===== src/hw/rtl/dift_pkg.sv =====
// Shared types and constants for the in-flight frame tracker.
// No dependencies; used by decoder_inflight_frame_tracker_top.
`default_nettype none

package dift_pkg;

  localparam int TableDepthDefault = 24;

  // Actions carried by an input item.
  localparam logic [2:0] ACT_TRACK    = 3'd0;
  localparam logic [2:0] ACT_EOS      = 3'd1;
  localparam logic [2:0] ACT_DECODED  = 3'd2;
  localparam logic [2:0] ACT_RELEASED = 3'd3;
  localparam logic [2:0] ACT_QUERY    = 3'd4;
  localparam logic [2:0] ACT_SRESET   = 3'd5;

  // Entry status codes.
  localparam logic [1:0] ST_DECODING = 2'd0;
  localparam logic [1:0] ST_DECODED  = 2'd1;
  localparam logic [1:0] ST_RELEASED = 2'd2;

  // Kill causes.
  localparam logic [1:0] KILL_NONE  = 2'd0;
  localparam logic [1:0] KILL_FULL  = 2'd1;
  localparam logic [1:0] KILL_COUNT = 2'd2;
  localparam logic [1:0] KILL_DUP   = 2'd3;

  // Configuration register indexes.
  localparam logic [1:0] REG_INIT_LIMIT  = 2'd0;
  localparam logic [1:0] REG_LOW_WM      = 2'd1;
  localparam logic [1:0] REG_FIRST_LIMIT = 2'd2;

  localparam logic [7:0] INIT_LIMIT_RST  = 8'd8;
  localparam logic [4:0] LOW_WM_RST      = 5'd2;
  localparam logic [4:0] FIRST_LIMIT_RST = 5'd10;
  localparam logic [4:0] PENDING_MAX     = 5'd31;
  localparam logic [7:0] LIMIT_MAX       = 8'd255;

  typedef struct packed {
    logic [2:0]         action;
    logic signed [63:0] frame_time;
    logic signed [63:0] release_time;
    logic signed [63:0] now_time;
  } in_item_t;

  typedef struct packed {
    logic       accept_more;
    logic       is_disabled;
    logic [1:0] kill_cause;
    logic [4:0] decoding_count;
    logic [4:0] decoded_count;
    logic [7:0] frame_limit_now;
  } out_item_t;

  typedef struct packed {
    logic [63:0] ftime;
    logic [63:0] rtime;
    logic [1:0]  status;
  } entry_t;

endpackage

`default_nettype wire


===== src/hw/rtl/decoder_inflight_frame_tracker_top.sv =====
// Top level of the in-flight frame tracker: control sequencer and entry table memory.
// Depends on dift_pkg for item types, action codes and reset values.
//
// Usage: raise start with an item on in_data while busy is low; the item is taken at
// that edge and busy stays high until its result. The result appears on out_data for
// exactly one cycle with out_valid high, one result per item; the receiver cannot
// stall, so it must take it in that cycle. The next item is taken the cycle after.
// Configuration writes use cfg_valid/cfg_ready with cfg_index and cfg_data; the user
// must issue them only while the block is idle, as the block itself does not enforce
// it. A write to the initial limit also loads the live frame limit.
// The table lives in one synchronous memory with one read and one write port, and
// every walk visits one entry per cycle. A query prunes released entries, a mark walks
// the table and then prunes, and a track prunes and then walks down to make room;
// other actions go straight to the result.
// Reset clears the counters, flags and kill switch and loads the register defaults;
// the table memory needs no clearing since entries at or past the count are never read.
`default_nettype none

module decoder_inflight_frame_tracker_top #(
  parameter int TABLE_DEPTH = dift_pkg::TableDepthDefault
) (
  input  wire                      clk,
  input  wire                      rst_n,
  input  wire                      start,
  output logic                     busy,
  input  wire dift_pkg::in_item_t  in_data,
  output logic                     out_valid,
  output dift_pkg::out_item_t      out_data,
  input  wire                      cfg_valid,
  output logic                     cfg_ready,
  input  wire  [1:0]               cfg_index,
  input  wire  [7:0]               cfg_data
);

  localparam int AW = $clog2(TABLE_DEPTH);
  localparam int CW = $clog2(TABLE_DEPTH + 1);
  localparam int XW = 9;

  localparam logic [2:0] S_IDLE   = 3'd0;
  localparam logic [2:0] S_PRUNE  = 3'd1;
  localparam logic [2:0] S_MARK   = 3'd2;
  localparam logic [2:0] S_TRK    = 3'd3;
  localparam logic [2:0] S_PLACE  = 3'd4;
  localparam logic [2:0] S_REPORT = 3'd5;

  logic [2:0]         state_r, state_nxt, ret_r, ret_nxt;
  logic [2:0]         act_r, act_nxt;
  logic signed [63:0] key_r, key_nxt, rel_r, rel_nxt, now_r, now_nxt;
  logic [CW-1:0]      cnt_r, cnt_nxt, done_r, done_nxt;
  logic [CW-1:0]      idx_r, idx_nxt, pidx_r, pidx_nxt, w_r, w_nxt, pos_r, pos_nxt;
  logic [4:0]         pend_r, pend_nxt, lowwm_r, lowwm_nxt, ffl_r, ffl_nxt;
  logic [7:0]         flim_r, flim_nxt;
  logic               limr_r, limr_nxt, ended_r, ended_nxt, killed_r, killed_nxt;
  logic [1:0]         kcode_r, kcode_nxt;
  logic               pv_r, pv_nxt, stop_r, stop_nxt, init_r, init_nxt, more_r, more_nxt;

  dift_pkg::entry_t   mem [TABLE_DEPTH];
  dift_pkg::entry_t   rdata_r, e, wd;
  logic               rd_en, we, issue, halt_now;
  logic [AW-1:0]      rd_addr, wa;
  logic [7:0]         bound;
  logic [CW:0]        remain;

  always_ff @(posedge clk) begin
    if (we) begin
      mem[wa] <= wd;
    end
    if (rd_en) begin
      rdata_r <= mem[rd_addr];
    end
  end

  assign busy      = (state_r != S_IDLE);
  assign cfg_ready = 1'b1;
  assign out_valid = (state_r == S_REPORT);
  assign e         = rdata_r;
  assign bound     = (flim_r > 8'(ffl_r)) ? flim_r : 8'(ffl_r);
  // Entries left after removing the one at pidx: kept so far plus those not yet visited.
  assign remain    = (CW+1)'(w_r) + (CW+1)'(cnt_r) - (CW+1)'(pidx_r) - (CW+1)'(1);

  always_comb begin
    out_data.accept_more     = killed_r ? 1'b1 :
                               (done_r == '0) ? (XW'(cnt_r) < XW'(ffl_r))
                                              : (XW'(cnt_r) < XW'(flim_r));
    out_data.is_disabled     = killed_r;
    out_data.kill_cause      = kcode_r;
    out_data.decoding_count  = 5'(cnt_r - done_r);
    out_data.decoded_count   = 5'(done_r);
    out_data.frame_limit_now = flim_r;
  end

  always_comb begin
    state_nxt = state_r; ret_nxt = ret_r; act_nxt = act_r;
    key_nxt = key_r; rel_nxt = rel_r; now_nxt = now_r;
    cnt_nxt = cnt_r; done_nxt = done_r; idx_nxt = idx_r; pidx_nxt = pidx_r;
    w_nxt = w_r; pos_nxt = pos_r; pend_nxt = pend_r; lowwm_nxt = lowwm_r;
    ffl_nxt = ffl_r; flim_nxt = flim_r; limr_nxt = limr_r; ended_nxt = ended_r;
    killed_nxt = killed_r; kcode_nxt = kcode_r;
    pv_nxt = pv_r; stop_nxt = stop_r; init_nxt = init_r; more_nxt = more_r;
    rd_en = 1'b0; rd_addr = idx_r[AW-1:0];
    we = 1'b0; wa = '0; wd = rdata_r;
    issue = 1'b0; halt_now = 1'b0;

    case (state_r)
      S_IDLE: begin
        if (start) begin
          act_nxt = in_data.action;
          key_nxt = in_data.frame_time;
          rel_nxt = in_data.release_time;
          now_nxt = in_data.now_time;
          idx_nxt = '0; w_nxt = '0; pv_nxt = 1'b0; stop_nxt = 1'b0; init_nxt = 1'b1;
          state_nxt = S_REPORT;
          case (in_data.action)
            dift_pkg::ACT_TRACK: begin
              if (!killed_r && !ended_r) begin
                state_nxt = S_PRUNE; ret_nxt = S_TRK;
              end
            end
            dift_pkg::ACT_EOS: begin
              if (!killed_r) ended_nxt = 1'b1;
            end
            dift_pkg::ACT_DECODED, dift_pkg::ACT_RELEASED: begin
              if (!killed_r) state_nxt = S_MARK;
            end
            dift_pkg::ACT_QUERY: begin
              if (!killed_r) begin
                state_nxt = S_PRUNE; ret_nxt = S_REPORT;
              end
            end
            dift_pkg::ACT_SRESET: begin
              cnt_nxt = '0; done_nxt = '0; pend_nxt = '0;
              ended_nxt = 1'b0; limr_nxt = 1'b0;
            end
            default: ;
          endcase
        end
      end

      S_MARK: begin
        if (pv_r && !stop_r) begin
          if ($signed(e.ftime) <= key_r) begin
            wd = e;
            wa = pidx_r[AW-1:0];
            if (act_r == dift_pkg::ACT_DECODED) begin
              we = 1'b1;
              wd.status = dift_pkg::ST_DECODED;
              if (e.status == dift_pkg::ST_DECODING) done_nxt = done_r + CW'(1);
            end else if (e.status != dift_pkg::ST_RELEASED) begin
              we = 1'b1;
              wd.status = dift_pkg::ST_RELEASED;
              wd.rtime  = rel_r;
              if (e.status == dift_pkg::ST_DECODING) done_nxt = done_r + CW'(1);
              if (pend_r < dift_pkg::PENDING_MAX) pend_nxt = pend_r + 5'd1;
            end
          end else begin
            halt_now = 1'b1;
            stop_nxt = 1'b1;
          end
        end
        issue = !stop_r && !halt_now && (idx_r < cnt_r);
        if (issue) begin
          rd_en = 1'b1; pidx_nxt = idx_r; idx_nxt = idx_r + CW'(1);
        end
        pv_nxt = issue;
        if (!pv_r && !issue) begin
          state_nxt = S_PRUNE; ret_nxt = S_REPORT;
          idx_nxt = '0; w_nxt = '0; init_nxt = 1'b1; stop_nxt = 1'b0;
        end
      end

      S_PRUNE: begin
        if (init_r && pend_r == '0) begin
          state_nxt = ret_r;
        end else begin
          init_nxt = 1'b0;
          if (pv_r) begin
            if (e.status == dift_pkg::ST_RELEASED && $signed(now_r) >= $signed(e.rtime)) begin
              if (pend_r != '0) pend_nxt = pend_r - 5'd1;
              done_nxt = done_r - CW'(1);
              if (limr_r && remain <= (CW+1)'(lowwm_r)) begin
                if (flim_r < dift_pkg::LIMIT_MAX) flim_nxt = flim_r + 8'd1;
                limr_nxt = 1'b0;
              end
            end else begin
              we = 1'b1; wa = w_r[AW-1:0]; wd = e;
              w_nxt = w_r + CW'(1);
            end
          end
          issue = (idx_r < cnt_r);
          if (issue) begin
            rd_en = 1'b1; pidx_nxt = idx_r; idx_nxt = idx_r + CW'(1);
          end
          pv_nxt = issue;
          if (!pv_r && !issue) begin
            cnt_nxt = w_r;
            state_nxt = ret_r;
            init_nxt = 1'b1;
          end
        end
      end

      S_TRK: begin
        if (init_r) begin
          init_nxt = 1'b0; pv_nxt = 1'b0; stop_nxt = 1'b0; pos_nxt = '0;
          idx_nxt = cnt_r - CW'(1);
          more_nxt = 1'b1;
          if (XW'(cnt_r) >= XW'(TABLE_DEPTH)) begin
            killed_nxt = 1'b1; kcode_nxt = dift_pkg::KILL_FULL;
            cnt_nxt = '0; done_nxt = '0; state_nxt = S_REPORT;
          end else if (XW'(cnt_r) > XW'(bound)) begin
            killed_nxt = 1'b1; kcode_nxt = dift_pkg::KILL_COUNT;
            cnt_nxt = '0; done_nxt = '0; state_nxt = S_REPORT;
          end else if (cnt_r == '0) begin
            state_nxt = S_PLACE;
          end
        end else begin
          // Walk down from the top, shifting later entries up by one slot.
          if (pv_r && !stop_r) begin
            if (e.ftime == key_r) begin
              halt_now = 1'b1;
              killed_nxt = 1'b1; kcode_nxt = dift_pkg::KILL_DUP;
              cnt_nxt = '0; done_nxt = '0; state_nxt = S_REPORT;
            end else if ($signed(e.ftime) > key_r) begin
              we = 1'b1; wd = e;
              wa = AW'(pidx_r + CW'(1));
              pos_nxt = pidx_r;
            end else begin
              halt_now = 1'b1; stop_nxt = 1'b1;
              pos_nxt = pidx_r + CW'(1);
            end
          end
          issue = more_r && !stop_r && !halt_now;
          if (issue) begin
            rd_en = 1'b1; pidx_nxt = idx_r;
            more_nxt = (idx_r != '0);
            idx_nxt = idx_r - CW'(1);
          end
          pv_nxt = issue;
          if (!pv_r && !issue && !halt_now) state_nxt = S_PLACE;
        end
      end

      S_PLACE: begin
        we = 1'b1;
        wa = pos_r[AW-1:0];
        wd.ftime = key_r;
        wd.rtime = '0;
        wd.status = dift_pkg::ST_DECODING;
        cnt_nxt = cnt_r + CW'(1);
        if (XW'(cnt_r) + XW'(1) >= XW'(flim_r)) limr_nxt = 1'b1;
        state_nxt = S_REPORT;
      end

      S_REPORT: state_nxt = S_IDLE;

      default: state_nxt = S_IDLE;
    endcase

    if (cfg_valid && cfg_ready) begin
      case (cfg_index)
        dift_pkg::REG_INIT_LIMIT:  flim_nxt = (cfg_data == '0) ? 8'd1 : cfg_data;
        dift_pkg::REG_LOW_WM:      lowwm_nxt = cfg_data[4:0];
        dift_pkg::REG_FIRST_LIMIT: ffl_nxt = cfg_data[4:0];
        default: ;
      endcase
    end
  end

  always_ff @(posedge clk) begin
    if (!rst_n) begin
      state_r <= S_IDLE; ret_r <= S_REPORT;
      cnt_r <= '0; done_r <= '0; pend_r <= '0;
      flim_r <= dift_pkg::INIT_LIMIT_RST;
      lowwm_r <= dift_pkg::LOW_WM_RST;
      ffl_r <= dift_pkg::FIRST_LIMIT_RST;
      limr_r <= 1'b0; ended_r <= 1'b0; killed_r <= 1'b0;
      kcode_r <= dift_pkg::KILL_NONE;
      pv_r <= 1'b0; stop_r <= 1'b0; init_r <= 1'b0; more_r <= 1'b0;
    end else begin
      state_r <= state_nxt; ret_r <= ret_nxt;
      cnt_r <= cnt_nxt; done_r <= done_nxt; pend_r <= pend_nxt;
      flim_r <= flim_nxt; lowwm_r <= lowwm_nxt; ffl_r <= ffl_nxt;
      limr_r <= limr_nxt; ended_r <= ended_nxt; killed_r <= killed_nxt;
      kcode_r <= kcode_nxt;
      pv_r <= pv_nxt; stop_r <= stop_nxt; init_r <= init_nxt; more_r <= more_nxt;
    end
  end

  always_ff @(posedge clk) begin
    act_r <= act_nxt; key_r <= key_nxt; rel_r <= rel_nxt; now_r <= now_nxt;
    idx_r <= idx_nxt; pidx_r <= pidx_nxt; w_r <= w_nxt; pos_r <= pos_nxt;
  end

  a_done_le_cnt: assert property (@(posedge clk) disable iff (!rst_n)
    done_r <= cnt_r) else $error("decoded count exceeds table size");

  a_cnt_bound: assert property (@(posedge clk) disable iff (!rst_n)
    XW'(cnt_r) <= XW'(TABLE_DEPTH)) else $error("table size beyond depth");

  a_killed_empty: assert property (@(posedge clk) disable iff (!rst_n)
    (out_valid && killed_r) |-> (cnt_r == '0 && kcode_r != dift_pkg::KILL_NONE))
    else $error("disabled tracker reports a non-empty table");

  a_start_busy: assert property (@(posedge clk) disable iff (!rst_n)
    (start && !busy) |=> busy) else $error("accepted item did not raise busy");

endmodule

`default_nettype wire


===== config.mk =====
export PLATFORM = sky130hd
export DESIGN_NAME = decoder_inflight_frame_tracker_top
export DESIGN_NICKNAME = d
export VERILOG_FILES = /design/src/hw/rtl/dift_pkg.sv /design/src/hw/rtl/decoder_inflight_frame_tracker_top.sv
export SDC_FILE = /design/constraint.sdc
export NUM_CORES = 2
export LEC_CHECK = 0
export ABC_AREA = 0
export BUFFER_PORTS_ARGS = -buffer_cell sky130_fd_sc_hd__buf_2
export CAP_MARGIN = 20
export CORE_MARGIN = 3
export CORE_UTILIZATION = 66
export DETAILED_ROUTE_END_ITERATION = 12
export GPL_ROUTABILITY_DRIVEN = 0
export PLACE_DENSITY_LB_ADDON = 0.1
export SLEW_MARGIN = 0
export SYNTH_ARGS = -nofsm -noshare
export SYNTH_HDL_FRONTEND = slang
export SYNTH_SLANG_ARGS = --single-unit

===== constraint.sdc =====
create_clock -name clk -period 34.4 [get_ports clk]
set_input_delay 6.88 -clock clk [delete_from_list [all_inputs] [get_ports clk]]
set_output_delay 6.88 -clock clk [all_outputs]
set_load 0.05 [all_outputs]

-- Word level (Yosys, flattened, before mapping)
Memory sizes are Yosys's and may differ from the RTL's. A register that Yosys moved wholly into a read port is not among the register bits.
Cells that the tools add are included.
- $lt $le $gt $ge: 13
- equal/unequal tests: 56
- reductions and logical operators: 64
- add/subtract/negate cells: 16
- muxes and demuxes: 168
- operators with widths (operator ; number):
    5-bit 2-to-1 mux ; 54
    130-bit one-hot mux with 2 select lines ; 1
    66-bit 2-to-1 mux ; 3
    8-bit 2-to-1 mux ; 10
    5-bit one-hot mux with 4 select lines ; 4
    64-bit equality test ; 1
    64-bit >= comparator ; 1
    64-bit greater-than comparator ; 1
    64-bit less-or-equal comparator ; 1
    64-bit 2-to-1 mux ; 1
    1-bit 2-to-1 mux ; 57
    3-bit 2-to-1 mux ; 18
    5-bit one-hot mux with 3 select lines ; 3
    2-bit != test, second input constant ; 22
    3-bit != test, second input constant ; 12
    5-bit by 1-bit adder with 5-bit output, second input constant ; 6
    6-bit AND reduction ; 5
    12-bit AND reduction ; 2
    5-bit by 1-bit subtractor with 5-bit output, second input constant ; 4
    8-bit AND reduction ; 2
    3-bit by 2-bit equality test with 1-bit output, second input constant ; 5
    5-bit logical NOT ; 3
    3-bit one-hot mux with 5 select lines ; 1
    3-bit nonzero test ; 5
    other kinds (42) ; 95
- input bits: 209
- memories: 1
- logic and storage cells: 342
- output and inout port bits: 25
- register bits: 263
- memory bits (writable): 3120
- memories (name ; depth ; width ; read ports ; clocked after memory_dff ; wr ports ; RTL line ; RTL):
    mem ; 24 ; 130 ; 1 ; 1 ; 1 ; decoder_inflight_frame_tracker_top.sv:57 ; dift_pkg::entry_t mem [TABLE_DEPTH];

-- Depth between registers and ports, before layout
- word-level depth: 14
- gate-level depth with buffers: 22
- mapped depth without buffers: 22

-- Worst setup path before layout
No wires, ideal clock.
- path kind: flip-flop to flip-flop
- from: register e[107] (netlist name)
- to: register pv_r
- arrival: 12256 ps
- slack: 22043 ps
- cell stages (with the launch flop): 12
- library setup time: 100 ps
- required time: 34300 ps
- period minus slack after synthesis: 12357 ps
- buffers on the path: 0
- cell sequence: edfxtp_1 -> ha_1 -> a21oi_1 -> o21ai_1 -> a221o_1 -> o21a_1 -> or4_4 -> mux2i_4 -> inv_4 -> o21ai_0 -> o21ai_0 -> o21a_1
- longest elaborated chain between the ends: 10
- elaborated cells between the ends (all ways): 18
- classes of those cells: order compare: 2; eq/ne: 1; mux: 10; reduce/logical: 5
- RTL lines (what ; RTL line ; RTL):
    64-bit greater-than comparator ; decoder_inflight_frame_tracker_top.sv:223 ; end else if ($signed(e.ftime) > key_r) begin
    1-bit 2-to-1 mux ; decoder_inflight_frame_tracker_top.sv:223 ;
    1-bit 2-to-1 mux ; decoder_inflight_frame_tracker_top.sv:219 ; if (e.ftime == key_r) begin
    1-bit 2-to-1 mux ; decoder_inflight_frame_tracker_top.sv:218 ; if (pv_r && !stop_r) begin
    1-bit 2-to-1 mux ; decoder_inflight_frame_tracker_top.sv:203 ; if (init_r) begin
    1-bit 2-to-1 mux ; decoder_inflight_frame_tracker_top.sv:104 ; case (state_r)
    1-bit logical NOT ; decoder_inflight_frame_tracker_top.sv:232 ; issue = more_r && !stop_r && !halt_now;
    1-bit logical AND ; decoder_inflight_frame_tracker_top.sv:232 ;
    1-bit 2-to-1 mux ; decoder_inflight_frame_tracker_top.sv:203 ;
    1-bit one-hot mux with 4 select lines (*) ; decoder_inflight_frame_tracker_top.sv:104 ;
    to (signal assigned) ; decoder_inflight_frame_tracker_top.sv:285 ; pv_r <= pv_nxt; stop_r <= stop_nxt; init_r <= init_nxt; more_r <= more_nxt;
    to (decl) ; decoder_inflight_frame_tracker_top.sv:55 ; logic pv_r, pv_nxt, stop_r, stop_nxt, init_r, init_nxt, more_r, more_nxt;
Every way passes the cells marked *; elsewhere a longest branch is shown, timed or not. The select of a mux whose other input is x is not followed.
A chain may end at the register's enable or synchronous reset.

==> flow_summary.ini <==
[drt]
route.detailed.drc = 0
top_layer = met5
first_pass_iters = 6
ant_nets = 0
wl_per_cell_microns = 33.1
met2_length_microns = 163000
vias_per_cell = 6.85
drt-met1-wl_microns = 123000
routed_wl_microns = 330000
drt_iter0_markers = 8665
vias = 68400
met3_length_microns = 34000

[synth]
post-synth-top-count-cell = edfxtp_1
synth_cells = 6415
synth_top_family_by_area = multiplexers
synthesis.area_sq_um = 138000
async_flop_share = 0
synth-seq-cells = 3512
synth_edf_count = 3465
synth_fp_nets = 6819
ys_types = 75
synth_top_area_frac = 0.756
synthTopCellsByArea = edfxtp_1, mux4_2, ha_1
synth_mux_area_frac = 0.160
synth_simple_gate_area_share = 0.0193
synth_xor_area_frac = 0.00204
yosysSeqAreaShare = 0.763
synth-compound-area-share = 0.0234
synth_ff_type = edfxtp_1
yosysTopAreaCell = edfxtp_1
netlist_top_cells_count = edfxtp_1, mux4_2, a21oi_1
avgSynthCellArea_sq_um = 21.4
ys_warn_count = 0
synth_fa_ha_area_frac = 0.0182

[critical_path]
worstSetupPathType = reg2out
crit_end = out_data[17]
rr_worst_depth = 17
r2r_setup_slack_ns = 26.01
startpoint = cnt_r[0]
cp_max_fo = 8
critPathLaunchType = flop
rr_startpoint = e[95]
reg2reg_to = mem[10][74]
end_kind = output port
worstPathRequired_ns = 27.52
crit_arrival_ns = 2.88

[clocking]
cts_tree = yes
postCtsResizedCells = 0
clock_sinks = 3512
clockRootBuffer = clkbuf_16
clkLatencyLatePin_ns = 0.95
cts_setup_buffers = 0
clock_path_buffers = 4
htree_levels = 5
cts_buffers = 353
path_clk_slew_ns = 0.06
holdBufCountCts = 0

[grt]
grt_pass1_vias = 69400
grt.overflow.total = 0
track_usage = 0.313
grt_max_degree = 102
antenna_found_initial = 14
grt_pass1_wl_microns = 484000

[placement]
hpwl_microns = 164000
dp.cells = 9362
io_buffers = 232

[power]
peakVddDrop_v = 0.0000838
cellLeakagePower_nw = 50.3
p_per_area_nw_per_um2 = 86.4

[timing]
drv_slew = 0
fin_crit_sh = 0.284
timing.setup.tns_ns = 0
finalCriticalPeriod_ns = 9.76
setup_viol = 0
relSlewSlack = 0.218
rsz0062_at_grt = false
fmax_ghz = 0.102
tightest_slew_ns = 1.17
final_hold_viol_count = 0
fin_skew_ns = 0.0597

[outcome]
status = complete, no violations

[cells_and_area]
syn2layout_area_growth_pct = 12.5
seq_area_sq_um = 105000
multi_input_area_sq_um = 31200
drive_above_1_share = 0.275
final_nets = 7351
post-route-util = 0.751
nFillCells = 11100
fin_cells = 9989

[die]
rows = 166
dieArea_sq_um = 214000
start_util = 0.668
io_pins = 234
die_h_microns = 463
core_sq_um = 206000
dieWidth_microns = 463

[hold_path]
hold_class = reg2reg

[flow_run]
max-cap-violations = 0
report_power, final:
part,internal (mW),switching [mW],leakage (nW),total [mW]
clock,2.12,1.54,5.34,3.66
combinational,1.57,2.35,13.2,3.92
sequential,5.67,0.115,31.7,5.79
sequential cells by signal, summed over array words and instances, names as in the netlist, 8 cells and up:
register,cells
key_r,64
flim_r,8
e,130
mem,3120
now_r,64
rel_r,64
critical path: stages (launching register included):
cell and delay [ns]:
dfxtp_1 0.42, inv_1 0.22, ha_1 0.27, fa_1 0.41, inv_1 0.07, a21o_1 0.10, a21oi_1 0.07, xnor2_1 0.13
buf_2 0.28
cells by family after synthesis:
kind of cell / count (synthesis)
mux: 1061
fa+ha+maj: 195
other cells: 1
flops: 3512
simple gates: 585
compound gates: 534
xor+xnor: 32
buf+inv: 495
routing by layer:
layer,vias to the layer above,track usage
met5,-,0
met4,10,0.0922
met3,687,0.0560
met2,4165,0.502
met1,35800,0.455
li1,27700,-
through the flow:
stage                     hold WS (ns)  setup WS [ns]  power, mW  cell area (sq um)
after global routing             0.501          24.45       13.9             155000
final                            0.479          24.64       13.4             155000
after floorplan                  0.438          22.04       8.57             138000
after CTS                        0.485          24.58       13.4             155000
after detailed placement         0.471          25.11       9.76             144000
after global placement           0.460          25.17       9.61             143000
how the worst min path moves through the flow:
stage,startpoint,end,slack [ns],depth (start not counted)
floorplan,more_r,more_r,0.44,2
global placement,more_r,more_r,0.46,2
detailed placement,ended_r,ended_r,0.47,2
CTS,ended_r,ended_r,0.49,2
global route,ended_r,ended_r,0.50,2
finish,ended_r,ended_r,0.48,2
cell usage in the layout, fill, tap and decap left out, drive strengths merged, types with 31 or more instances in the layout:
cell type	instances
bufinv	31
clkinv	148
a21oi	222
dfxtp	47
clkbuf	423
ha	186
mux4	910
nand3	37
nand2	203
edfxtp	3465
o31ai	68
inv	194
nor2	214
o21ai	124
mux2i	151
buf	482
final cells by class:
cell class / instances / area share
clock buffer: 423 / 0.0591
tap: 2772 / 0.0224
clock inverter: 195 / 0.0113
sequential: 3512 / 0.679
timing repair buffer: 482 / 0.0220
multi-input combinational: 2408 / 0.202
inverter: 190 / 0.00467
antenna: 7 / 0.000113
Note: power is estimated with default switching activity, not from simulation.
